--- src/design/mof_pkg.sv ---
package mof_pkg;

    localparam int WINDOW_DEF      = 21;
    localparam int SAMPLE_BITS_DEF = 12;
    localparam int QUEUE_DEPTH_DEF = 4;

    typedef enum logic {
        AXIS_X = 1'b0,
        AXIS_Y = 1'b1
    } axis_t;

    function automatic int tdata_width(input int bits);
        return ((bits + 7) / 8) * 8;
    endfunction

endpackage

--- src/design/mof_front.sv ---
module mof_front #(
    parameter int WINDOW      = 21,
    parameter int SAMPLE_BITS = 12
) (
    input  logic                   aclk,
    input  logic                   aresetn,
    input  logic                   in_valid,
    output logic                   in_ready,
    input  logic [SAMPLE_BITS-1:0] in_sample,
    output logic                   push_valid,
    input  logic                   push_ready,
    output logic [SAMPLE_BITS:0]   push_data
);

    localparam int POS_W = $clog2(WINDOW + 1);

    logic [POS_W-1:0] pos_reg;
    logic [POS_W-1:0] pos_next;
    logic             last_in_window;
    logic             accept;

    assign in_ready       = push_ready;
    assign push_valid     = in_valid;
    assign accept         = in_valid && push_ready;
    assign last_in_window = (pos_reg == POS_W'(WINDOW - 1));
    // top bit marks the sample that completes a window
    assign push_data      = {last_in_window, in_sample};

    always_comb begin
        pos_next = pos_reg;
        if (accept) begin
            pos_next = last_in_window ? '0 : pos_reg + 1'b1;
        end
    end

    always_ff @(posedge aclk) begin
        if (!aresetn) begin
            pos_reg <= '0;
        end else begin
            pos_reg <= pos_next;
        end
    end

`ifndef ASSERT_OFF
    a_pos_range: assert property (@(posedge aclk) disable iff (!aresetn)
        pos_reg < POS_W'(WINDOW))
        else $error("window position out of range");

    a_pos_wrap: assert property (@(posedge aclk) disable iff (!aresetn)
        accept && last_in_window |=> pos_reg == '0)
        else $error("window position did not wrap");

    a_pos_hold: assert property (@(posedge aclk) disable iff (!aresetn)
        !accept |=> $stable(pos_reg))
        else $error("window position moved without a transfer");
`endif

endmodule

--- src/design/mof_queue.sv ---
module mof_queue #(
    parameter int WIDTH = 13,
    parameter int DEPTH = 4
) (
    input  logic             aclk,
    input  logic             aresetn,
    input  logic             in_valid,
    output logic             in_ready,
    input  logic [WIDTH-1:0] in_data,
    output logic             out_valid,
    input  logic             out_ready,
    output logic [WIDTH-1:0] out_data
);

    localparam int PTR_W = $clog2(DEPTH);
    localparam int CNT_W = $clog2(DEPTH + 1);

    logic [WIDTH-1:0] mem [DEPTH];
    logic [PTR_W-1:0] wr_ptr_reg, wr_ptr_next;
    logic [PTR_W-1:0] rd_ptr_reg, rd_ptr_next;
    logic [CNT_W-1:0] cnt_reg, cnt_next;
    logic             push;
    logic             pop;

    assign in_ready  = (cnt_reg != CNT_W'(DEPTH));
    assign out_valid = (cnt_reg != '0);
    assign push      = in_valid && in_ready;
    assign pop       = out_valid && out_ready;
    assign out_data  = mem[rd_ptr_reg];

    always_comb begin
        wr_ptr_next = wr_ptr_reg;
        rd_ptr_next = rd_ptr_reg;
        cnt_next    = cnt_reg;
        if (push) begin
            wr_ptr_next = (wr_ptr_reg == PTR_W'(DEPTH - 1)) ? '0 : wr_ptr_reg + 1'b1;
        end
        if (pop) begin
            rd_ptr_next = (rd_ptr_reg == PTR_W'(DEPTH - 1)) ? '0 : rd_ptr_reg + 1'b1;
        end
        if (push && !pop) begin
            cnt_next = cnt_reg + 1'b1;
        end else if (pop && !push) begin
            cnt_next = cnt_reg - 1'b1;
        end
    end

    always_ff @(posedge aclk) begin
        if (push) begin
            mem[wr_ptr_reg] <= in_data;
        end
    end

    always_ff @(posedge aclk) begin
        if (!aresetn) begin
            wr_ptr_reg <= '0;
            rd_ptr_reg <= '0;
            cnt_reg    <= '0;
        end else begin
            wr_ptr_reg <= wr_ptr_next;
            rd_ptr_reg <= rd_ptr_next;
            cnt_reg    <= cnt_next;
        end
    end

`ifndef ASSERT_OFF
    a_cnt_range: assert property (@(posedge aclk) disable iff (!aresetn)
        cnt_reg <= CNT_W'(DEPTH))
        else $error("queue count out of range");

    a_ptr_match: assert property (@(posedge aclk) disable iff (!aresetn)
        (cnt_reg == '0 || cnt_reg == CNT_W'(DEPTH)) |-> wr_ptr_reg == rd_ptr_reg)
        else $error("queue pointers disagree with count");

    a_cnt_push: assert property (@(posedge aclk) disable iff (!aresetn)
        push && !pop |=> cnt_reg == $past(cnt_reg) + 1'b1)
        else $error("queue count did not follow a push");
`endif

endmodule

--- src/design/mof_back.sv ---
module mof_back #(
    parameter int WINDOW      = 21,
    parameter int SAMPLE_BITS = 12
) (
    input  logic                   aclk,
    input  logic                   aresetn,
    input  logic                   pop_valid,
    output logic                   pop_ready,
    input  logic [SAMPLE_BITS:0]   pop_data,
    output logic                   out_valid,
    input  logic                   out_ready,
    output logic [SAMPLE_BITS-1:0] out_median,
    output logic                   out_axis
);
    import mof_pkg::*;

    localparam int CNT_W = $clog2(WINDOW + 1);
    localparam int MID   = (WINDOW - 1) / 2;

    logic [SAMPLE_BITS-1:0] sort_reg  [WINDOW];
    logic [SAMPLE_BITS-1:0] sort_next [WINDOW];
    logic [WINDOW-1:0]      gt;
    logic [WINDOW-1:0]      ins;
    logic [CNT_W-1:0]       cnt_reg, cnt_next;
    axis_t                  axis_reg, axis_next;
    logic                   out_valid_reg, out_valid_next;
    logic [SAMPLE_BITS-1:0] median_reg;
    axis_t                  out_axis_reg;
    logic [SAMPLE_BITS-1:0] x;
    logic                   x_last;
    logic                   pop;
    logic                   pop_last;

    assign x        = pop_data[SAMPLE_BITS-1:0];
    assign x_last   = pop_data[SAMPLE_BITS];
    assign pop_ready = !x_last || !out_valid_reg || out_ready;
    assign pop      = pop_valid && pop_ready;
    assign pop_last = pop && x_last;

    // insertion cells: each compares its entry against the new sample
    for (genvar g = 0; g < WINDOW; g++) begin : g_cell
        assign gt[g]  = (CNT_W'(g) < cnt_reg) && (sort_reg[g] > x);
        assign ins[g] = (CNT_W'(g) < cnt_reg) ? gt[g] : (CNT_W'(g) == cnt_reg);
        if (g == 0) begin : g_first
            assign sort_next[g] = ins[g] ? x : sort_reg[g];
        end else begin : g_rest
            assign sort_next[g] = gt[g-1] ? sort_reg[g-1] : (ins[g] ? x : sort_reg[g]);
        end
    end

    always_comb begin
        cnt_next  = cnt_reg;
        axis_next = axis_reg;
        if (pop) begin
            cnt_next = x_last ? '0 : cnt_reg + 1'b1;
        end
        if (pop_last) begin
            axis_next = (axis_reg == AXIS_X) ? AXIS_Y : AXIS_X;
        end
    end

    always_comb begin
        out_valid_next = out_valid_reg;
        if (pop_last) begin
            out_valid_next = 1'b1;
        end else if (out_ready) begin
            out_valid_next = 1'b0;
        end
    end

    always_ff @(posedge aclk) begin
        if (pop) begin
            for (int i = 0; i < WINDOW; i++) begin
                sort_reg[i] <= sort_next[i];
            end
        end
        if (pop_last) begin
            median_reg   <= sort_next[MID];
            out_axis_reg <= axis_reg;
        end
    end

    always_ff @(posedge aclk) begin
        if (!aresetn) begin
            cnt_reg       <= '0;
            axis_reg      <= AXIS_X;
            out_valid_reg <= 1'b0;
        end else begin
            cnt_reg       <= cnt_next;
            axis_reg      <= axis_next;
            out_valid_reg <= out_valid_next;
        end
    end

    assign out_valid  = out_valid_reg;
    assign out_median = median_reg;
    assign out_axis   = out_axis_reg;

`ifndef ASSERT_OFF
    a_cnt_range: assert property (@(posedge aclk) disable iff (!aresetn)
        cnt_reg < CNT_W'(WINDOW))
        else $error("sorted window count out of range");

    a_last_at_full: assert property (@(posedge aclk) disable iff (!aresetn)
        pop |-> (x_last == (cnt_reg == CNT_W'(WINDOW - 1))))
        else $error("window end tag out of step with sorted count");

    a_result_follows: assert property (@(posedge aclk) disable iff (!aresetn)
        pop_last |=> out_valid_reg && cnt_reg == '0)
        else $error("completed window gave no result");

    a_axis_flip: assert property (@(posedge aclk) disable iff (!aresetn)
        pop_last |=> axis_reg != $past(axis_reg))
        else $error("axis did not alternate");
`endif

endmodule

--- src/design/median_of_window_filter.sv ---
// median of window filter for touch-panel adc samples
//
// input stream: one sample per transfer on s_axis, low SAMPLE_BITS of tdata
// output stream: one median per WINDOW input samples on m_axis; tdata holds
// the median, tuser the axis (0 for x, 1 for y), windows alternate x then y
//
// samples are inserted into a sorted register row as they arrive, one per
// cycle while the row is not held by a waiting median, so throughput is one
// sample per cycle outside such stalls, set by the row's insertion step
// output timing: the sample that completes the window is first written into
// the queue; its insertion step, once m_axis can take a new median, loads the
// output register and raises m_axis_tvalid
//
// reset clears the window position, axis (back to x) and all valid flags;
// no clearing pass is needed
// when m_axis stalls, samples keep entering and being sorted until a window
// completes while the previous median still waits; that sample then waits in
// the queue, and once the queue fills s_axis_tready drops
module median_of_window_filter #(
    parameter int WINDOW      = mof_pkg::WINDOW_DEF,
    parameter int SAMPLE_BITS = mof_pkg::SAMPLE_BITS_DEF,
    parameter int QUEUE_DEPTH = mof_pkg::QUEUE_DEPTH_DEF
) (
    input  logic                                            aclk,
    input  logic                                            aresetn,
    input  logic                                            s_axis_tvalid,
    output logic                                            s_axis_tready,
    // sample, zero fill
    input  logic [mof_pkg::tdata_width(SAMPLE_BITS)-1:0]    s_axis_tdata,
    output logic                                            m_axis_tvalid,
    input  logic                                            m_axis_tready,
    // median, zero fill
    output logic [mof_pkg::tdata_width(SAMPLE_BITS)-1:0]    m_axis_tdata,
    // axis
    output logic                                            m_axis_tuser
);
    import mof_pkg::*;

    localparam int TD_W = tdata_width(SAMPLE_BITS);

    logic                   push_valid;
    logic                   push_ready;
    logic [SAMPLE_BITS:0]   push_data;
    logic                   q_valid;
    logic                   q_ready;
    logic [SAMPLE_BITS:0]   q_data;
    logic [SAMPLE_BITS-1:0] median;

    mof_front #(
        .WINDOW      (WINDOW),
        .SAMPLE_BITS (SAMPLE_BITS)
    ) u_front (
        .aclk       (aclk),
        .aresetn    (aresetn),
        .in_valid   (s_axis_tvalid),
        .in_ready   (s_axis_tready),
        .in_sample  (s_axis_tdata[SAMPLE_BITS-1:0]),
        .push_valid (push_valid),
        .push_ready (push_ready),
        .push_data  (push_data)
    );

    mof_queue #(
        .WIDTH (SAMPLE_BITS + 1),
        .DEPTH (QUEUE_DEPTH)
    ) u_queue (
        .aclk      (aclk),
        .aresetn   (aresetn),
        .in_valid  (push_valid),
        .in_ready  (push_ready),
        .in_data   (push_data),
        .out_valid (q_valid),
        .out_ready (q_ready),
        .out_data  (q_data)
    );

    mof_back #(
        .WINDOW      (WINDOW),
        .SAMPLE_BITS (SAMPLE_BITS)
    ) u_back (
        .aclk       (aclk),
        .aresetn    (aresetn),
        .pop_valid  (q_valid),
        .pop_ready  (q_ready),
        .pop_data   (q_data),
        .out_valid  (m_axis_tvalid),
        .out_ready  (m_axis_tready),
        .out_median (median),
        .out_axis   (m_axis_tuser)
    );

    assign m_axis_tdata = TD_W'(median);

endmodule
--- config.mk ---
export PLATFORM = sky130hd
export DESIGN_NAME = median_of_window_filter
export DESIGN_NICKNAME = d
export VERILOG_FILES = /design/src/design/mof_pkg.sv /design/src/design/mof_front.sv /design/src/design/mof_queue.sv /design/src/design/mof_back.sv /design/src/design/median_of_window_filter.sv
export SDC_FILE = /design/constraint.sdc
export NUM_CORES = 1
export LEC_CHECK = 0
export ABC_CLOCK_PERIOD_IN_PS = 9900
export BUFFER_PORTS_ARGS = -buffer_cell sky130_fd_sc_hd__buf_2
export CAP_MARGIN = 10
export CORE_MARGIN = 2
export CORE_UTILIZATION = 60
export CTS_CLUSTER_DIAMETER = 150
export DETAILED_ROUTE_END_ITERATION = 12
export PLACE_DENSITY = 0.77
export SKIP_LAST_GASP = 1
export SYNTH_ARGS = -nofsm -noshare
export SYNTH_HDL_FRONTEND = slang
export SYNTH_SLANG_ARGS = --single-unit
--- constraint.sdc ---
create_clock -name aclk -period 9.9 [get_ports aclk]
set_input_delay 0.495 -clock aclk [delete_from_list [all_inputs] [get_ports aclk]]
set_output_delay 0.495 -clock aclk [all_outputs]
set_load 0.01 [all_outputs]
==> results.toml <==
[power]
p_leak_uw = 0.00521
finalPower_uw = 4070
power_density_nw_per_um2 = 306
vdd_drop_max_uv = 287

[floorplanning]
initial_standard_cell_utilization_of_the_core_pct = 60.7
floorplan.die_area_sq_um = 21400
die_h_um = 146
boundaryPins = 39
fp.coreArea_sq_um = 20000
die_w_um = 146
placementRows = 52

[sta]
hold_slack_final_ns = 0.198
final-hold-violation-count = 0
grt_setup_unrepaired = "false"
final-max-slew-violation-count = 0
worst_margin_pin_slew_ns = 0.898
final-setup-viol-count = 0
final.setup_skew_ns = 0.00923
layout_min_cycle_time_ns = 4.90
worst_slew_margin_rel_pct = 40.0
final.period_utilization_pct = 49.5
clock.fmax_mhz = 204
timing.setup.tns_ns = 0

[layout]
area_growth_syn_to_layout_pct = 9.62
final_util_pct = 66.5
largest_register_ff_count = 132
final_layout_fill_cell_count = 1472
finish.net_count = 1107
layout.area.seq_sq_um = 6340
layout.cells.non_filler = 1231
drive_above_1_share_pct = 20.1
inserted_diodes = 0
multi_input_comb_area_sq_um = 5400

[yosys]
yosysUniqueCellTypes = 66
yosys_warning_total = 0
netlist_area_sq_um = 12200
synthesis.instances = 912
synth-async-reset-ratio_pct = 0
ys_dominant_reg_cell = "edfxtp_1"
synthDominantCellAreaShare_pct = 48.7
synth.yosys.seq_area_share_pct = 52.1
synth_edf_count = 197
synth.avg_cell_area_sq_um = 13.3
synth_commonest_cells = "edfxtp_1, ha_1, mux2_2, a21oi_1, nand2_1"
synth_most_common_cell = "edfxtp_1"
yosys_register_bits = 218
yosys-top-cells-area = "edfxtp_1, ha_1, mux2_2"
synth_top_area_cell = "edfxtp_1"

[worst_setup_path]
worst_ep_arrival_time_ns = 5.10
timing.critical_path.cells = "mux4_2 -> inv_1 -> ha_1 -> nor2b_1 -> o211ai_1 -> a21oi_1 -> or3_1 -> and2_1 -> o31a_1"
worst_path_max_delay_cell = "dfxtp_1"
endpoint_kind = "register"
setup.worst_path.start_class = "register"
critical-path-max-stage-delay_ns = 0.91
required_ns = 10.09
worstPathMaxFanout = 13
worst-setup-path-type = "register to register"

[drt]
wl_met3_mm = 1.43
drtPass1Iterations = 6
route.detailed.drc = 0
drt_wl_total_mm = 26.9
drt.antenna.violating_nets = 0
post_drt_wl_per_cell_um = 21.9
routed-via-count = 7633
wl_met2_mm = 13.3
post_drt_via_cell_ratio = 6.20
first_iter_violations = 598
met1_length_mm = 11.5
maxUsedRoutingLayer = "met4"

[cts]
cts_made_buffers = 24
path_clk_slew_ns = 0.06
htreeDepth = 1
cts_post_setup_buffers_inserted = 0
number_of_sinks_handled_by_clock_tree_synthesis = 218
clock_latency_ns = 0.52
tritoncts = "yes"
quantity_of_hold_fixing_buffers_added_after_cts = 0
root_buffer = "clkbuf_16"
post_cts.resized_instances = 0
cts_buffer_depth = 3

[outcome]
run_status = "finished clean"

[placed_design]
port_buffers = 30
dpl.hpwl_mm = 17.8
inst_count_dp = 1186
gp_congestion = 0.791

[global_route]
antenna_found_initial = 0
grt_overflow_total = 0
grt_pass1_vias = 7760
grt_util_all_layers_pct = 25.5
grt_pass1_wl_mm = 42.2
grt_start_max_net_pins = 25

[run]
max_cap_viol_count = 0

[worst_hold_path]
hold_path_class = "input port to register"
## critical path, delay by kind of cell, from the launching register on
kind	cells	cell delay [ns]
multiplexers	1	0.83
adder cells (fa/ha/maj)	1	0.37
flip-flops	1	0.91
AO/OA/AOI/OAI	3	0.80
AND/OR/NAND/NOR	3	1.05
buffers and inverters	1	0.63
## cell usage in the layout, fill, tap and decap left out, drive strengths merged, types with 27 or more instances in the layout
cell / Yosys / layout
mux2: 97 / 97
inv: 36 / 36
clkbuf: 7 / 36
a21oi: 63 / 63
edfxtp: 197 / 197
ha: 143 / 143
nand4: 32 / 32
nand2: 38 / 38
nor2: 35 / 35
buf: 32 / 41
o21ai: 27 / 27
## routing by layer
layer | vias up | global-route usage [%]
met5 | - | 0
met4 | 0 | 7.04
met2 | 221 | 43.9
met3 | 50 | 3.28
met1 | 3774 | 34.5
li1 | 3588 | -
## power breakdown
part	internal, uW	leakage, uW	total, uW	switching, uW
combinational	685	0.00279	1720	1030
clock	599	0.000436	960	361
sequential	1290	0.00198	1400	107
total	2580	0.00521	4070	1500
## path summary, 6_finish.rpt
check	from	endpoint	slack, ns	cells after the start
worst max-delay path	register	u_back.sort_reg[1][0]	5.00	9
worst min-delay path	s_axis_tdata[3]	u_queue.mem[3][3]	0.20	1
worst max register to register	register	u_back.sort_reg[1][0]	5.00	9
worst min register to register	u_back.axis_reg	u_back.out_axis	0.48	0
## per-stage QoR
step | setup WS [ns] | area, sq um
floorplan | 6.13 | 12200
global placement | 4.90 | 12400
detailed placement | 4.67 | 12400
CTS | 4.67 | 13300
global route | 4.55 | 13300
finish | 5.00 | 13300
## cell type report
| cell class | count | share of cell area, % |
|---|---|---|
| Clock buffer | 36 | 5.87 |
| Inverter | 37 | 1.04 |
| Multi-Input combinational cell | 621 | 40.5 |
| Sequential cell | 218 | 47.6 |
| Tap cell | 270 | 2.54 |
| Clock inverter | 8 | 0.704 |
| Timing Repair Buffer | 41 | 1.75 |
## cell families after synthesis
logic type	Yosys count	synth area share (%)
mux	124	12.6
compound gates	161	8.53
flops	218	52.1
xor+xnor	10	0.721
fa+ha+maj	144	14.9
simple gates	178	7.55
other cells	1	0.0309
buf+inv	76	3.57
No activity file was read; power rests on OpenSTA's default activity.
